<file path="src/tcwrs_pkg.sv">
// Package for the two-class weighted request scheduler.
// Holds widths, queue depth, codes and the pointer wrap helper.
// No dependencies.
package tcwrs_pkg;

   // Queue geometry
   localparam int QUEUE_DEPTH = 16;
   localparam int ADDR_W      = $clog2(QUEUE_DEPTH);
   localparam int FILL_W      = $clog2(QUEUE_DEPTH + 1);
   localparam int SUM_W       = ADDR_W + 1;

   // Payload widths
   localparam int TAG_W       = 16;
   localparam int THR_W       = 8;
   localparam int CLASS_W     = 2;
   localparam int STATUS_W    = 3;
   localparam int WEIGHT_W    = 4;
   localparam int RUN_W       = 4;

   // Premium entries keep one class bit (premium vs. unlimited)
   localparam int P_ENTRY_W   = 1 + TAG_W + THR_W;
   localparam int F_ENTRY_W   = TAG_W + THR_W;

   // Control register port
   localparam int CSR_INDEX_W = 1;
   localparam int CSR_DATA_W  = WEIGHT_W;

   localparam logic [RUN_W-1:0]    RUN_MAX   = 4'hF;
   localparam logic [WEIGHT_W-1:0] PW_RESET  = 4'd4;
   localparam logic [WEIGHT_W-1:0] FW_RESET  = 4'd1;

   typedef enum logic [CSR_INDEX_W-1:0] {
      REG_PREMIUM_WEIGHT,
      REG_FREE_WEIGHT
   } csr_reg_type;

   typedef enum logic {
      REQ_ENQUEUE,
      REQ_SERVE
   } req_kind_type;

   typedef enum logic [CLASS_W-1:0] {
      CLS_FREE,
      CLS_PREMIUM,
      CLS_UNLIMITED,
      CLS_INVALID
   } class_type;

   typedef enum logic [STATUS_W-1:0] {
      ST_QUEUED,
      ST_INVALID,
      ST_FULL,
      ST_GRANTED,
      ST_EMPTY
   } status_type;

   // head + fill, folded back into the ring (sum stays below twice the depth)
   function automatic logic [ADDR_W-1:0] ring_add(input logic [ADDR_W-1:0] head,
                                                 input logic [FILL_W-1:0] fill);
      logic [SUM_W-1:0] sum;
      sum = {1'b0, head} + SUM_W'(fill);
      if (sum >= SUM_W'(QUEUE_DEPTH)) begin
         sum = sum - SUM_W'(QUEUE_DEPTH);
      end
      return sum[ADDR_W-1:0];
   endfunction

   // Advance a head pointer by one with wrap
   function automatic logic [ADDR_W-1:0] ring_next(input logic [ADDR_W-1:0] head);
      logic [ADDR_W-1:0] nxt;
      if (head == ADDR_W'(QUEUE_DEPTH - 1)) begin
         nxt = '0;
      end else begin
         nxt = head + ADDR_W'(1);
      end
      return nxt;
   endfunction

endpackage

</file>
<file path="src/tcwrs_if.sv">
// Valid/ready channel interfaces for the request and response sides.
// Depends on tcwrs_pkg for field widths.
interface tcwrs_req_if import tcwrs_pkg::*; ();
   logic               valid;
   logic               ready;
   logic               req_type;
   logic [CLASS_W-1:0] user_class;
   logic [TAG_W-1:0]   request_tag;
   logic [THR_W-1:0]   thread_count;

   modport source (output valid, req_type, user_class, request_tag, thread_count,
                   input ready);
   modport sink   (input valid, req_type, user_class, request_tag, thread_count,
                   output ready);
endinterface

interface tcwrs_rsp_if import tcwrs_pkg::*; ();
   logic                valid;
   logic                ready;
   logic [STATUS_W-1:0] status;
   logic [CLASS_W-1:0]  granted_class;
   logic [TAG_W-1:0]    granted_tag;
   logic [THR_W-1:0]    granted_threads;

   modport source (output valid, status, granted_class, granted_tag, granted_threads,
                   input ready);
   modport sink   (input valid, status, granted_class, granted_tag, granted_threads,
                   output ready);
endinterface

</file>
<file path="src/tcwrs_ram.sv">
// Generic single-clock RAM: one write port, one read port, registered read.
// No dependencies.
module tcwrs_ram #(
   parameter int WIDTH = 8,
   parameter int DEPTH = 16
) (
   input  logic                     clock,
   input  logic                     wr_en,
   input  logic [$clog2(DEPTH)-1:0] wr_addr,
   input  logic [WIDTH-1:0]         wr_data,
   input  logic                     rd_en,
   input  logic [$clog2(DEPTH)-1:0] rd_addr,
   output logic [WIDTH-1:0]         rd_data
);

   logic [WIDTH-1:0] mem [DEPTH];
   logic [WIDTH-1:0] rd_data_ff;

   // Write and registered read; read data holds while rd_en is low
   always_ff @(posedge clock) begin
      if (wr_en) begin
         mem[wr_addr] <= wr_data;
      end
      if (rd_en) begin
         rd_data_ff <= mem[rd_addr];
      end
   end

   assign rd_data = rd_data_ff;

endmodule

</file>
<file path="src/two_class_weighted_request_scheduler.sv">
// Two-class weighted request scheduler: premium and free request FIFOs in RAM.
// Depends on tcwrs_pkg, tcwrs_if (req/rsp channels) and tcwrs_ram.
//
// Takes one item per cycle unless a response stall holds the pending stage, and returns
// exactly one result per item, in order. An enqueue writes its FIFO memory at the
// acceptance edge; a serve picks the class from the fill and run registers and reads the
// head entry through the registered RAM read port. Each result moves from the pending
// stage into the response register once that register is free or draining. A one-entry
// pending stage plus the response register let the next request transfer while a result
// still waits. Premium requests are granted while the premium run count is below the
// premium weight (or no free request waits), free ones under the mirrored rule, premium
// winning when both qualify; a full FIFO refuses with status "queue full", an invalid class
// gets status invalid and is not queued. Weights reset to 4 and 1; the user must write
// them through the csr port only while the block is idle; the block does not enforce it.
// The memories need no clearing after reset: only written entries are ever read.
module two_class_weighted_request_scheduler import tcwrs_pkg::*; (
   input  logic                   clock,
   input  logic                   reset,
   tcwrs_req_if.sink              req_chan,
   tcwrs_rsp_if.source            rsp_chan,
   input  logic                   csr_we,
   input  logic [CSR_INDEX_W-1:0] csr_index,
   input  logic [CSR_DATA_W-1:0]  csr_wdata
);

   typedef enum logic [1:0] {
      SRC_NONE,
      SRC_PREMIUM,
      SRC_FREE
   } src_type;

   // Control registers
   logic [WEIGHT_W-1:0] pw_ff, pw_in;
   logic [WEIGHT_W-1:0] fw_ff, fw_in;

   // FIFO pointers and run counters
   logic [ADDR_W-1:0] p_head_ff, p_head_in;
   logic [FILL_W-1:0] p_fill_ff, p_fill_in;
   logic [ADDR_W-1:0] f_head_ff, f_head_in;
   logic [FILL_W-1:0] f_fill_ff, f_fill_in;
   logic [RUN_W-1:0]  p_run_ff, p_run_in;
   logic [RUN_W-1:0]  f_run_ff, f_run_in;

   // Pending stage (waits for RAM read data)
   logic       s1_valid_ff, s1_valid_in;
   status_type s1_status_ff, s1_status_in;
   src_type    s1_src_ff, s1_src_in;

   // Response register
   logic                rsp_valid_ff, rsp_valid_in;
   logic [STATUS_W-1:0] rsp_status_ff, rsp_status_in;
   logic [CLASS_W-1:0]  rsp_class_ff, rsp_class_in;
   logic [TAG_W-1:0]    rsp_tag_ff, rsp_tag_in;
   logic [THR_W-1:0]    rsp_thr_ff, rsp_thr_in;

   // Decode
   logic       s2_load, s1_open, accept;
   logic       p_push, f_push, p_pop, f_pop;
   logic       p_rdy, f_rdy, p_full, f_full, grant_p, grant_f;
   status_type dec_status;
   src_type    dec_src;

   // RAM ports
   logic [P_ENTRY_W-1:0] p_rd_data;
   logic [F_ENTRY_W-1:0] f_rd_data;

   // Handshake: pending stage moves on when the response register is free or draining
   assign s2_load        = s1_valid_ff && (!rsp_valid_ff || rsp_chan.ready);
   assign s1_open        = !s1_valid_ff || s2_load;
   assign req_chan.ready = s1_open;
   assign accept         = req_chan.valid && s1_open;

   // Grant rules
   assign p_rdy   = (p_fill_ff != '0);
   assign f_rdy   = (f_fill_ff != '0);
   assign p_full  = (p_fill_ff == FILL_W'(QUEUE_DEPTH));
   assign f_full  = (f_fill_ff == FILL_W'(QUEUE_DEPTH));
   assign grant_p = p_rdy && ((p_run_ff < pw_ff) || !f_rdy);
   assign grant_f = !grant_p && f_rdy && ((f_run_ff < fw_ff) || !p_rdy);

   // Item decode
   always_comb begin
      p_push     = 1'b0;
      f_push     = 1'b0;
      p_pop      = 1'b0;
      f_pop      = 1'b0;
      dec_status = ST_EMPTY;
      dec_src    = SRC_NONE;
      if (req_chan.req_type == REQ_ENQUEUE) begin
         unique case (req_chan.user_class)
            CLS_FREE: begin
               dec_status = f_full ? ST_FULL : ST_QUEUED;
               f_push     = accept && !f_full;
            end
            CLS_PREMIUM, CLS_UNLIMITED: begin
               dec_status = p_full ? ST_FULL : ST_QUEUED;
               p_push     = accept && !p_full;
            end
            default: begin
               dec_status = ST_INVALID;
            end
         endcase
      end else begin
         priority if (grant_p) begin
            dec_status = ST_GRANTED;
            dec_src    = SRC_PREMIUM;
            p_pop      = accept;
         end else if (grant_f) begin
            dec_status = ST_GRANTED;
            dec_src    = SRC_FREE;
            f_pop      = accept;
         end else begin
            dec_status = ST_EMPTY;
         end
      end
   end

   // Next state of pointers, fills, run counters and weights
   always_comb begin
      pw_in     = pw_ff;
      fw_in     = fw_ff;
      p_head_in = p_head_ff;
      p_fill_in = p_fill_ff;
      f_head_in = f_head_ff;
      f_fill_in = f_fill_ff;
      p_run_in  = p_run_ff;
      f_run_in  = f_run_ff;

      if (csr_we) begin
         unique case (csr_index)
            REG_PREMIUM_WEIGHT: pw_in = csr_wdata;
            REG_FREE_WEIGHT:    fw_in = csr_wdata;
            default: ;
         endcase
      end

      if (p_push) begin
         p_fill_in = p_fill_ff + FILL_W'(1);
      end
      if (f_push) begin
         f_fill_in = f_fill_ff + FILL_W'(1);
      end
      if (p_pop) begin
         p_head_in = ring_next(p_head_ff);
         p_fill_in = p_fill_ff - FILL_W'(1);
         p_run_in  = (p_run_ff == RUN_MAX) ? RUN_MAX : p_run_ff + RUN_W'(1);
         f_run_in  = '0;
      end
      if (f_pop) begin
         f_head_in = ring_next(f_head_ff);
         f_fill_in = f_fill_ff - FILL_W'(1);
         f_run_in  = (f_run_ff == RUN_MAX) ? RUN_MAX : f_run_ff + RUN_W'(1);
         p_run_in  = '0;
      end
   end

   // Pending stage and response register
   always_comb begin
      s1_valid_in  = s1_valid_ff;
      s1_status_in = s1_status_ff;
      s1_src_in    = s1_src_ff;
      if (s2_load) begin
         s1_valid_in = 1'b0;
      end
      if (accept) begin
         s1_valid_in  = 1'b1;
         s1_status_in = dec_status;
         s1_src_in    = dec_src;
      end

      rsp_valid_in  = rsp_valid_ff;
      rsp_status_in = rsp_status_ff;
      rsp_class_in  = rsp_class_ff;
      rsp_tag_in    = rsp_tag_ff;
      rsp_thr_in    = rsp_thr_ff;
      if (rsp_valid_ff && rsp_chan.ready) begin
         rsp_valid_in = 1'b0;
      end
      if (s2_load) begin
         rsp_valid_in  = 1'b1;
         rsp_status_in = s1_status_ff;
         unique case (s1_src_ff)
            SRC_PREMIUM: begin
               rsp_class_in = p_rd_data[P_ENTRY_W-1] ? CLS_UNLIMITED : CLS_PREMIUM;
               rsp_tag_in   = p_rd_data[THR_W +: TAG_W];
               rsp_thr_in   = p_rd_data[THR_W-1:0];
            end
            SRC_FREE: begin
               rsp_class_in = CLS_FREE;
               rsp_tag_in   = f_rd_data[THR_W +: TAG_W];
               rsp_thr_in   = f_rd_data[THR_W-1:0];
            end
            default: begin
               rsp_class_in = '0;
               rsp_tag_in   = '0;
               rsp_thr_in   = '0;
            end
         endcase
      end
   end

   // Registers
   always_ff @(posedge clock) begin
      if (reset) begin
         pw_ff        <= PW_RESET;
         fw_ff        <= FW_RESET;
         p_head_ff    <= '0;
         p_fill_ff    <= '0;
         f_head_ff    <= '0;
         f_fill_ff    <= '0;
         p_run_ff     <= '0;
         f_run_ff     <= '0;
         s1_valid_ff  <= 1'b0;
         rsp_valid_ff <= 1'b0;
      end else begin
         pw_ff        <= pw_in;
         fw_ff        <= fw_in;
         p_head_ff    <= p_head_in;
         p_fill_ff    <= p_fill_in;
         f_head_ff    <= f_head_in;
         f_fill_ff    <= f_fill_in;
         p_run_ff     <= p_run_in;
         f_run_ff     <= f_run_in;
         s1_valid_ff  <= s1_valid_in;
         rsp_valid_ff <= rsp_valid_in;
      end
      s1_status_ff  <= s1_status_in;
      s1_src_ff     <= s1_src_in;
      rsp_status_ff <= rsp_status_in;
      rsp_class_ff  <= rsp_class_in;
      rsp_tag_ff    <= rsp_tag_in;
      rsp_thr_ff    <= rsp_thr_in;
   end

   // FIFO memories; a push never lands on a live entry, so no forwarding is needed
   tcwrs_ram #(
      .WIDTH (P_ENTRY_W),
      .DEPTH (QUEUE_DEPTH)
   ) u_premium_ram (
      .clock   (clock),
      .wr_en   (p_push),
      .wr_addr (ring_add(p_head_ff, p_fill_ff)),
      .wr_data ({req_chan.user_class[1], req_chan.request_tag, req_chan.thread_count}),
      .rd_en   (p_pop),
      .rd_addr (p_head_ff),
      .rd_data (p_rd_data)
   );

   tcwrs_ram #(
      .WIDTH (F_ENTRY_W),
      .DEPTH (QUEUE_DEPTH)
   ) u_free_ram (
      .clock   (clock),
      .wr_en   (f_push),
      .wr_addr (ring_add(f_head_ff, f_fill_ff)),
      .wr_data ({req_chan.request_tag, req_chan.thread_count}),
      .rd_en   (f_pop),
      .rd_addr (f_head_ff),
      .rd_data (f_rd_data)
   );

   // Response outputs
   assign rsp_chan.valid           = rsp_valid_ff;
   assign rsp_chan.status          = rsp_status_ff;
   assign rsp_chan.granted_class   = rsp_class_ff;
   assign rsp_chan.granted_tag     = rsp_tag_ff;
   assign rsp_chan.granted_threads = rsp_thr_ff;

endmodule
</file>
<file path="src/flat_wrapper.sv">
// flat-port wrapper written by rule: the top's interface ports become plain ports
module two_class_weighted_request_scheduler_flat import tcwrs_pkg::*;
  (clock, reset, csr_we, csr_index, csr_wdata, req_chan_valid, req_chan_req_type, req_chan_user_class, req_chan_request_tag, req_chan_thread_count, req_chan_ready, rsp_chan_valid, rsp_chan_status, rsp_chan_granted_class, rsp_chan_granted_tag, rsp_chan_granted_threads, rsp_chan_ready);
  tcwrs_req_if req_chan_i ();
  tcwrs_rsp_if rsp_chan_i ();
  input  logic clock;
  input  logic reset;
  input  logic csr_we;
  input  logic [CSR_INDEX_W-1:0] csr_index;
  input  logic [CSR_DATA_W-1:0] csr_wdata;
  input wire logic [$bits(req_chan_i.valid)-1:0] req_chan_valid;
  input wire logic [$bits(req_chan_i.req_type)-1:0] req_chan_req_type;
  input wire logic [$bits(req_chan_i.user_class)-1:0] req_chan_user_class;
  input wire logic [$bits(req_chan_i.request_tag)-1:0] req_chan_request_tag;
  input wire logic [$bits(req_chan_i.thread_count)-1:0] req_chan_thread_count;
  output wire logic [$bits(req_chan_i.ready)-1:0] req_chan_ready;
  output wire logic [$bits(rsp_chan_i.valid)-1:0] rsp_chan_valid;
  output wire logic [$bits(rsp_chan_i.status)-1:0] rsp_chan_status;
  output wire logic [$bits(rsp_chan_i.granted_class)-1:0] rsp_chan_granted_class;
  output wire logic [$bits(rsp_chan_i.granted_tag)-1:0] rsp_chan_granted_tag;
  output wire logic [$bits(rsp_chan_i.granted_threads)-1:0] rsp_chan_granted_threads;
  input wire logic [$bits(rsp_chan_i.ready)-1:0] rsp_chan_ready;
  assign req_chan_i.valid = req_chan_valid;
  assign req_chan_i.req_type = req_chan_req_type;
  assign req_chan_i.user_class = req_chan_user_class;
  assign req_chan_i.request_tag = req_chan_request_tag;
  assign req_chan_i.thread_count = req_chan_thread_count;
  assign req_chan_ready = req_chan_i.ready;
  assign rsp_chan_valid = rsp_chan_i.valid;
  assign rsp_chan_status = rsp_chan_i.status;
  assign rsp_chan_granted_class = rsp_chan_i.granted_class;
  assign rsp_chan_granted_tag = rsp_chan_i.granted_tag;
  assign rsp_chan_granted_threads = rsp_chan_i.granted_threads;
  assign rsp_chan_i.ready = rsp_chan_ready;
  two_class_weighted_request_scheduler u_core (.clock(clock), .reset(reset), .req_chan(req_chan_i), .rsp_chan(rsp_chan_i), .csr_we(csr_we), .csr_index(csr_index), .csr_wdata(csr_wdata));
endmodule
</file>
<file path="config.mk">
export PLATFORM = sky130hd
export DESIGN_NAME = two_class_weighted_request_scheduler_flat
export DESIGN_NICKNAME = d
export VERILOG_FILES = /design/src/tcwrs_pkg.sv /design/src/tcwrs_if.sv /design/src/tcwrs_ram.sv /design/src/two_class_weighted_request_scheduler.sv /design/src/flat_wrapper.sv
export SDC_FILE = /design/constraint.sdc
export NUM_CORES = 1
export LEC_CHECK = 0
export BUFFER_PORTS_ARGS = -buffer_cell sky130_fd_sc_hd__buf_2
export CAP_MARGIN = 10
export CORE_MARGIN = 1.5
export CORE_UTILIZATION = 36
export DETAILED_ROUTE_END_ITERATION = 10
export PLACE_DENSITY = 0.58
export SLEW_MARGIN = 20
export SYNTH_ARGS = -nofsm -noshare
export SYNTH_HDL_FRONTEND = slang
export SYNTH_HIERARCHICAL = 1
export SYNTH_SLANG_ARGS = --single-unit
export TNS_END_PERCENT = 10
</file>
<file path="constraint.sdc">
create_clock -name clock -period 11.4 [get_ports clock]
set_input_delay 0.57 -clock clock [delete_from_list [all_inputs] [get_ports clock]]
set_output_delay 0.57 -clock clock [all_outputs]
set_load 0.01 [all_outputs]
</file>
==> results.ini, run 1 <==
[floorplanning]
start_util_pct=36.5
core-area_um2=95300
fp.dieH_um=314
die_area_um2=98400
fp-row-count=113
ios=68
die_w_um=314

[clocking]
holdBufCountCts=0
cts_resized=0
root_buffer=clkbuf_16
cts_buffers=89
cts_setup_buffers=0
htree_num_levels=3
clk_path_buf_depth=3
clk_pin_slew_ps=60
clkLatencyLatePin_ps=650
numClockSinks=903
cts_tree=built

[logic_synthesis]
synth_nets=1733
synth.avg_cell_area_um2=20.9
ys_seq_elements=903
synth_area_um2=34700
ys_types=59
yosysSeqAreaShare_pct=77.0
yosys_warnings=6
postSynthCellCount=1666

[final_layout]
drive_gt1_share_pct=25.9
multi_input_area_um2=7670
final_cell_mix=edfxtp_1, mux4_2, a22oi_1
synthToLayoutAreaGrowth_pct=13.5
nNetsFinal=1836
final_core_util_pct=41.4
regArea_um2=26800
layout_commonest_cell=edfxtp_1
fin_area_um2=39400
fillCellCount=8313

[placement]
dp_hpwl_um=46900
gp_congestion=0.798
placed_cell_area_um2=36700
port_buffers=67

[timing]
fin_crit_sh_pct=31.7
tightest_slew_ps=1030
tns_ps=0
finalCriticalPeriod_ps=3610
fin_skew_ps=30.6
fmax_mhz=277
hold_viol=0
fin_hold_ws_ps=184
setup_viol=0
slew-limit-headroom_pct=31.2
slew_viol_final=0
rsz0062_at_grt=no

[grt]
grt_max_degree=58
grt_pass1_wl_um=116000
grt_pass1_vias=16780
grtUsageTotal_pct=16.3
antenna_found_initial=8
overflow=0

[detailed_routing]
drc=0
antenna_left=0
drt-pass1-iter-count=7
wl_um=79500
drt_iter0_drc=1644
num_vias=16574
viasPerCell=5.34
post_drt_wl_per_cell_um=25.6

[setup_path]
worstPathArrival_ps=3860
reg2reg_from=u_core/p_head_ff[1]$_SDFFE_PP0P_
startpoint=u_core/p_head_ff[1]$_SDFFE_PP0P_
worstSetupPathType=flop to flop
critPathCaptureType=flop
crit_required_ps=11650
critPathMaxFanout=56
cp-start-kind=flop

[job]
timing.max_cap.violations=0

[power_and_ir_drop]
ir_drop_mv=0.0989
power_density_nw_per_um2=175
finalPower_w=0.00690
p_leak_nw=12.2

[hold_path]
min_path_type=primary input to flop
hp-start=req_chan_valid

[run_status]
status=completed

## cell families (layout without fill, tap and decap cells)
kind of cell	count (synthesis)	after routing	share of synthesized area, %
AO/OA/AOI/OAI	177	177	3.84
AND/OR/NAND/NOR	219	219	2.93
multiplexers	208	208	13.1
other	0	1	0
adder cells (fa/ha/maj)	30	30	1.17
flip-flops	903	903	77.0
XOR/XNOR	15	15	0.378
buffers and inverters	114	288	1.63
## registers in the layout (all words and copies together), names as in the netlist
register,count
u_core/s1_valid_ff,1
u_core/p_head_ff,4
u_core/fw_ff,4
u_core/rsp_chan.granted_class,2
u_core/s1_status_ff,3
u_core/u_premium_ram/mem,400
u_core/f_run_ff,4
u_core/p_fill_ff,5
u_core/pw_ff,4
u_core/p_run_ff,4
u_core/u_free_ram/mem,384
u_core/s1_src_ff,2
u_core/u_free_ram/rd_data,24
u_core/rsp_chan.granted_tag,16
u_core/f_head_ff,4
u_core/rsp_chan.granted_threads,8
u_core/rsp_chan.valid,1
u_core/rsp_chan.status,3
u_core/u_premium_ram/rd_data,25
u_core/f_fill_ff,5
## where the power goes
part | total (W) | switching, W | internal, W
Sequential | 0.00371 | 0.0000234 | 0.00369
Combinational | 0.000392 | 0.000253 | 0.000139
Clock | 0.00280 | 0.00122 | 0.00158
Total | 0.00690 | 0.00149 | 0.00541
## stage by stage
step,std cells,setup slack (ps)
6_report,3106,7790
5_1_grt,3105,7570
4_1_cts,3105,7690
3_5_place_dp,2943,7480
3_3_place_gp,2943,7590
2_1_floorplan,1666,7340
## worst paths after layout
| kind | end | slack [ps] | cells past startpoint |
|---|---|---|---|
| setup / recovery | u_core/u_premium_ram/mem[11][3]$_DFFE_PP_ | 7790 | 6 |
| hold / removal | u_core/s1_valid_ff$_SDFFE_PP0P_ | 180 | 3 |
| setup reg to reg | u_core/u_premium_ram/mem[11][3]$_DFFE_PP_ | 7790 | 6 |
| hold reg to reg | u_core/rsp_chan.status[1]$_DFFE_PP_ | 440 | 0 |
## cells in the mapped netlist (all sizes together)
cell | number | area [um2]
xor2 | 4 | 35.0
dfxtp | 36 | 721
and4b | 3 | 30.0
a311oi | 2 | 17.5
a2111o | 1 | 11.3
mux4 | 196 | 4410
mux2i | 11 | 110
and4 | 1 | 8.76
fa | 4 | 80.1
a311o | 1 | 10.0
o211ai | 1 | 12.5
or3 | 2 | 12.5
or3b | 2 | 17.5
o21a | 1 | 7.51
nor4 | 4 | 40.0
o22a | 1 | 10.0
xnor2 | 11 | 96.3
a211oi | 5 | 37.5
edfxtp | 867 | 26000
nor2b | 8 | 50.1
nand2b | 9 | 56.3
nand4 | 1 | 6.26
a21oi | 21 | 120
or4 | 1 | 11.3
nor2 | 78 | 300
or2b | 1 | 8.76
nand2 | 74 | 278
and3 | 2 | 12.5
ha | 26 | 325
clkbuf | 41 | 154
a211o | 2 | 17.5
and2 | 4 | 25.0
nand3 | 11 | 55.1
o41ai | 2 | 25.0
mux2 | 1 | 11.3
a22oi | 122 | 916
a2111oi | 2 | 42.5
inv | 34 | 128
or2 | 2 | 12.5
a31oi | 4 | 25.0
buf | 39 | 284
nand3b | 5 | 37.5
o21ai | 6 | 33.8
nor3 | 11 | 55.1
a21o | 6 | 46.3
## layout make-up
class / count / area share [%]
flip-flops and latches: 903 / 67.9
multi-input cells: 649 / 19.4
clock buffers: 107 / 5.92
well taps: 1265 / 4.01
repair buffers: 92 / 1.33
clock inverters: 55 / 1.11
inverters: 34 / 0.324
diodes: 1 / 0.00634
## layer usage
metal	share of wire (%)	global-route usage, %
met1	43	23.1
met2	48	25.4
met3	7.4	3.36
met4	1.9	4.70
met5	0.089	0
## worst max-delay path, cell delays in order, from the launching register on
cell and delay (ps):
dfxtp_4 890, ha_1 360, a21o_1 180, a21oi_1 190, xnor2_1 270, nand3b_1 390
nor2_4 910
Power figures use the tool's default switching activity.
==> run 2: changes to the inputs <==
==> constraint.sdc (replaced) <==
create_clock -name clock -period 3.34 [get_ports clock]
set_input_delay 0.167 -clock clock [delete_from_list [all_inputs] [get_ports clock]]
set_output_delay 0.167 -clock clock [all_outputs]
set_load 0.01 [all_outputs]
==> run 2 against run 1 <==
Net effect: hold slack lost 170 ps; largest power group unchanged; fmax grew 23%; wire length shrank 1.3%; critical endpoint is now u_core/f_fill_ff[4]$_SDFFE_PP0P_; clock power grew to 3.6 times the previous value; setup slack lost 7400 ps; cell count grew 2.0%; sequential share of layout area shrank 1.4 points; via count grew 1.1%; global-route usage shrank 0.17 points; sequential power grew to 3.4 times the previous value.
==> results.ini, run 2 (synthesized netlist as in run 1, its figures left out) <==
[clocking]
clkLatencyLatePin_ps=650  ; about the same
cts_setup_buffers=0  ; unchanged
cts_buffers=89  ; unchanged
clk_path_buf_depth=3  ; unchanged
numClockSinks=903  ; unchanged
root_buffer=clkbuf_16
cts_resized=0  ; unchanged
holdBufCountCts=12  ; +12
htree_num_levels=3  ; unchanged
cts_tree=built
clk_pin_slew_ps=60  ; about the same

[detailed_routing]
antenna_left=0  ; unchanged
viasPerCell=5.29  ; -0.91%
post_drt_wl_per_cell_um=24.8  ; -3.2%
drt_iter0_drc=1385  ; -16%
num_vias=16756  ; +1.1%
drt-pass1-iter-count=5  ; -2
drc=0  ; unchanged
wl_um=78500  ; -1.3%

[timing]
finalCriticalPeriod_ps=2940  ; -675 ps
rsz0062_at_grt=no
fmax_mhz=340  ; +23%
setup_viol=0  ; unchanged
fin_skew_ps=24.9  ; -5.70 ps
slew_viol_final=0  ; unchanged
slew-limit-headroom_pct=26.7  ; -4.5 points
hold_viol=0  ; unchanged
tightest_slew_ps=1100  ; +69.4 ps
fin_crit_sh_pct=88.0  ; +56 points

[floorplanning]
ios=68  ; unchanged
die_area_um2=98400  ; unchanged
fp-row-count=113  ; unchanged
fp.dieH_um=314  ; unchanged
start_util_pct=36.5  ; unchanged
core-area_um2=95300  ; unchanged
die_w_um=314  ; unchanged

[setup_path]
critPathCaptureType=flop
cp_slowest_cell=fa_1
crit_family=compound AO/OA/AOI/OAI gates
critPathMostFrequentCell=inv_1
worstSetupPathType=flop to flop
worstPathArrival_ps=3480  ; -380 ps
crit_required_ps=3880  ; -7770 ps
path_cells=inv_1, ha_1, a2111oi_2, o211ai_2, a21oi_4, inv_1, fa_1, inv_1, a21o_1, a21oi_1, mux2i_1, mux2_1
critPathMaxFanout=5  ; -91%
cp-start-kind=flop
cp_num_buf_inv=3  ; +3
max_stage_delay_ps=410  ; -500 ps

[grt]
grt_pass1_wl_um=117000  ; +0.91%
grtUsageTotal_pct=16.1  ; -0.17 points
grt_max_degree=106  ; +83%
overflow=0  ; unchanged
antenna_found_initial=4  ; -4
grt_pass1_vias=17429  ; +3.9%

[hold_path]
min_path_type=primary input to flop

[final_layout]
layout_commonest_cell=edfxtp_1
largest_reg_flops=400  ; unchanged
drive_gt1_share_pct=27.3  ; +1.4 points
regMostFlops=u_core/u_premium_ram/mem
nNetsFinal=1896  ; +3.3%
synthToLayoutAreaGrowth_pct=16.0
final_cell_mix=edfxtp_1, mux4_2, a22oi_1
stdcell_count=3169  ; +2.0%

[power_and_ir_drop]
p_leak_nw=12.6  ; +3.4%
finalPower_w=0.0239  ; +250%
ir_drop_mv=0.382  ; +290%
power_density_nw_per_um2=594  ; +240%

[placement]
dp_hpwl_um=47000  ; +0.21%
place_inst=2991  ; +1.6%
gp_congestion=0.811  ; +1.7%
port_buffers=67  ; unchanged

[job]
timing.max_cap.violations=0  ; unchanged

[run_status]
status=completed

[run 2: cell types whose count changed in the layout (fill, tap and decap cells not counted), moves of 2 or more]
| cell | delta |
|---|---|
| clkinv_2 | -4 |
| nor2_4 | -5 |
| nor2_2 | +5 |
| clkinv_1 | +3 |
| clkbuf_16 | -2 |
| inv_6 | -2 |
| bufinv_16 | +4 |
| buf_12 | +18 |
| buf_4 | +30 |
| clkinv_4 | -2 |
| clkinv_16 | +4 |
| dlygate4sd3_1 | +12 |
| clkbuf_1 | +3 |
| nor3_2 | -2 |
[run 2: worst paths after layout]
path                                                      startpoint                                      end  slack, ps  depth (start not counted)
worst max-delay path                    u_core/fw_ff[1]$_SDFFE_PP0P_         u_core/f_fill_ff[4]$_SDFFE_PP0P_        400                         12
worst min-delay path                        req_chan_request_tag[14]  u_core/u_free_ram/mem[15][22]$_DFFE_PP_         20                          1
worst max register to register          u_core/fw_ff[1]$_SDFFE_PP0P_         u_core/f_fill_ff[4]$_SDFFE_PP0P_        400                         12
worst min register to register  u_core/s1_status_ff[2]$_SDFFCE_PP0P_      u_core/rsp_chan.status[2]$_DFFE_PP_        420                          0
[run 2: worst register-to-register path: stages (launching register included)]
cell       delay, ps
dfxtp_1          340
inv_1             50
ha_1             300
a2111oi_2        390
o211ai_2         220
a21oi_4          280
inv_1             80
fa_1             410
inv_1             70
a21o_1           120
a21oi_1           70
mux2i_1          160
mux2_1           340
[run 2: through the flow]
step / util (%) / worst slack, ps / hold WS [ps] / setup TNS (ps) / cell area (um2)
2_1_floorplan: - / -431 / 266 / -39860 / 34700
3_3_place_gp: 39.1 / 438 / 414 / 0 / 37200
3_5_place_dp: 39.1 / 404 / 405 / 0 / 37200
4_1_cts: 42.3 / 391 / 1.58 / 0 / 40300
5_1_grt: 42.3 / 256 / 28.3 / 0 / 40300
6_report: 42.3 / 402 / 17.7 / 0 / 40300
[run 2: layout make-up]
type                       count  area [um2]
fill                        8246       55000
sequential                   903       26800
multi-input combinational    649        7640
clock buffer                 109        2310
tap                         1265        1580
timing repair buffer         152        1230
clock inverter                56         627
inverter                      34         128
antenna                        1        2.50
[run 2: power by group]
part           total [W]  leakage, nW  internal [W]  switching (W)
combinational    0.00133         3.10      0.000507       0.000828
clock            0.00994         1.42       0.00569        0.00425
sequential        0.0126         8.12        0.0126      0.0000611
total             0.0239         12.6        0.0188        0.00514
[run 2: routing by layer]
metal	up-vias	GRT usage (%)	part of all wire, %
met5	-	0	0.048
met4	6	4.34	2.0
met3	104	2.41	5.8
met2	507	26.4	49
met1	8919	22.5	43
li1	7220	-	-
==> run 3: changes to the inputs <==
--- a/config.mk
+++ b/config.mk
@@ -7,8 +7,10 @@
 export LEC_CHECK = 0
 export BUFFER_PORTS_ARGS = -buffer_cell sky130_fd_sc_hd__buf_2
 export CAP_MARGIN = 10
-export CORE_MARGIN = 1.5
+export CORE_ASPECT_RATIO = 0.9
+export CORE_MARGIN = 10
 export CORE_UTILIZATION = 36
+export CTS_BUF_LIST = sky130_fd_sc_hd__clkbuf_8
 export DETAILED_ROUTE_END_ITERATION = 10
 export PLACE_DENSITY = 0.58
 export SLEW_MARGIN = 20
==> run 3 against run 2 <==
Net effect: global-route usage decreased by 1.6 points; register-to-register slack about the same; sequential share of layout area increased by 0.062 points; utilization decreased by 0.38 points; combinational power about the same; flip-flop and latch count unchanged; non-clock buffer count increased by 31; via count increased by 2.7%; critical endpoint unchanged; largest power group unchanged.
==> results.ini, run 3 (synthesized netlist as in run 1, its figures left out) <==
[setup_path]
crit_required_ps=4000  ; +120 ps
critPathMaxFanout=5  ; unchanged
critPathCaptureType=flop
cp-start-kind=flop
worstSetupPathType=flop to flop
reg2reg_from=u_core/fw_ff[1]$_SDFFE_PP0P_
startpoint=u_core/fw_ff[1]$_SDFFE_PP0P_
worstPathArrival_ps=3600  ; +120 ps

[grt]
overflow=0  ; unchanged
grt_pass1_vias=17991  ; +3.2%
grt_pass1_wl_um=118000  ; +1.1%
grtUsageTotal_pct=14.4  ; -1.6 points
grt_max_degree=106  ; unchanged
antenna_found_initial=4  ; unchanged

[timing]
hold_viol=0  ; unchanged
fin_skew_ps=34.7  ; +9.79 ps
slew_viol_final=0  ; unchanged
rsz0062_at_grt=no
finalCriticalPeriod_ps=2940  ; +5.26 ps
tightest_slew_ps=972  ; -127 ps
setup_viol=0  ; unchanged
fin_crit_sh_pct=88.1  ; +0.16 points
slew-limit-headroom_pct=35.2  ; +8.5 points
fmax_mhz=340  ; -0.18%

[detailed_routing]
drc=0  ; unchanged
wl_um=79100  ; +0.68%
viasPerCell=5.21  ; -1.4%
antenna_left=0  ; unchanged
drt_iter0_drc=1536  ; +11%
drt-pass1-iter-count=5  ; unchanged
post_drt_wl_per_cell_um=23.9  ; -3.4%
num_vias=17212  ; +2.7%

[hold_path]
min_path_type=primary input to flop
hp-start=csr_wdata[1]

[floorplanning]
die_w_um=347  ; +11%
start_util_pct=36.2  ; -0.30 points
die_area_um2=109000  ; +11%
core-area_um2=96100  ; +0.82%
fp-row-count=108  ; -4.4%
ios=68  ; unchanged
fp.dieH_um=315  ; +0.34%

[final_layout]
final_cell_mix=edfxtp_1, mux4_2, clkbuf_8
largest_reg_flops=400  ; unchanged
layout_commonest_cell=edfxtp_1
drive_gt1_share_pct=28.2  ; +0.87 points
nNetsFinal=1987  ; +4.8%
regMostFlops=u_core/u_premium_ram/mem
synthToLayoutAreaGrowth_pct=15.8  ; about the same
fin_area_um2=40200  ; about the same
stdcell_count=3302  ; +4.2%

[clocking]
cts_tree=built
cts_resized=0  ; unchanged
clk_path_buf_depth=3  ; unchanged
root_buffer=clkbuf_8
htree_num_levels=4  ; +1
clkLatencyLatePin_ps=780  ; +130 ps
numClockSinks=903  ; unchanged
cts_setup_buffers=0  ; unchanged
cts_buffers=149  ; +67%
clk_pin_slew_ps=50  ; about the same

[job]
timing.max_cap.violations=0  ; unchanged

[power_and_ir_drop]
p_clk_share_pct=38.2  ; -3.4 points
p_sw_share_pct=22.9  ; +1.4 points
power_density_nw_per_um2=561  ; -5.4%
p_leak_nw=12.8  ; +1.6%
p_int_w=0.0174  ; -7.2%
p_sw_w=0.00516  ; +0.41%
p_comb_share_pct=5.8  ; +0.2 points
ir_drop_mv=0.378  ; -1.0%
seqPwrFrac_pct=56.0  ; +3.1 points

[placement]
placed_cell_area_um2=37100  ; -0.25%
gp_congestion=0.791  ; -2.5%
port_buffers=67  ; unchanged
place_inst=2987  ; -0.13%
dp_hpwl_um=46500  ; -1.1%

[run_status]
status=completed

[run 3: final timing paths]
kind / end / slack [ps] / depth (start not counted)
max: u_core/f_fill_ff[4]$_SDFFE_PP0P_ / 400 / 12
min: u_core/pw_ff[1]$_SDFFE_PP0P_ / 240 / 4
max reg2reg: u_core/f_fill_ff[4]$_SDFFE_PP0P_ / 400 / 12
min reg2reg: u_core/rsp_chan.status[2]$_DFFE_PP_ / 430 / 0
[run 3: metrics by stage]
stage / setup TNS (ps) / worst slack [ps] / hold slack (ps) / power [W] / utilization, %
floorplan: -39860 / -431 / 266 / 0.0137 / -
global placement: 0 / 458 / 410 / 0.0142 / 38.6
detailed placement: 0 / 430 / 414 / 0.0142 / 38.6
CTS: 0 / 406 / 150 / 0.0229 / 41.9
global route: 0 / 239 / 184 / 0.0235 / 41.9
finish: 0 / 397 / 238 / 0.0226 / 41.9
[run 3: per-layer routing]
metal | share of wire (%) | vias up | wire length, um | global-route usage, %
li1 | - | 7422 | - | -
met1 | 45 | 9097 | 35900 | 20.5
met2 | 46 | 571 | 36600 | 22.1
met3 | 6.3 | 120 | 5020 | 3.24
met4 | 1.8 | 2 | 1460 | 4.42
met5 | 0.0089 | - | 7 | 0
[run 3: critical path: stages, from the launching register on]
cell and delay (ps):
dfxtp_1 340, inv_1 60, ha_1 300, a2111oi_2 400
o211ai_2 240, a21oi_4 260, inv_1 80, fa_1 400
inv_1 70, a21o_1 110, a21oi_1 70, mux2i_1 170
mux2_1 330
[run 3: power by group through the flow]
| stage | sequential (W) | clock [W] | combinational (W) |
|---|---|---|---|
| after global placement | 0.0129 | 0 | 0.00127 |
| final | 0.0127 | 0.00862 | 0.00131 |
| after global routing | 0.0127 | 0.00942 | 0.00144 |
| after CTS | 0.0127 | 0.00888 | 0.00134 |
| after detailed placement | 0.0129 | 0 | 0.00129 |
| after floorplan | 0.0129 | 0 | 0.000818 |
[run 3: final cells by class]
cell class / instances / area [um2]
fill: 8328 / 55800
antenna: 1 / 2.50
timing repair buffer: 183 / 1460
inverter: 34 / 128
sequential: 903 / 26800
multi-input combinational: 649 / 7660
clock inverter: 116 / 566
clock buffer: 151 / 2080
tap: 1265 / 1580
[run 3: what timing repair did]
action | CTS | global route
hold buffers | 47 | 0
endpoints found under the hold margin | 821 | 0
setup endpoints to repair | 0 | 0
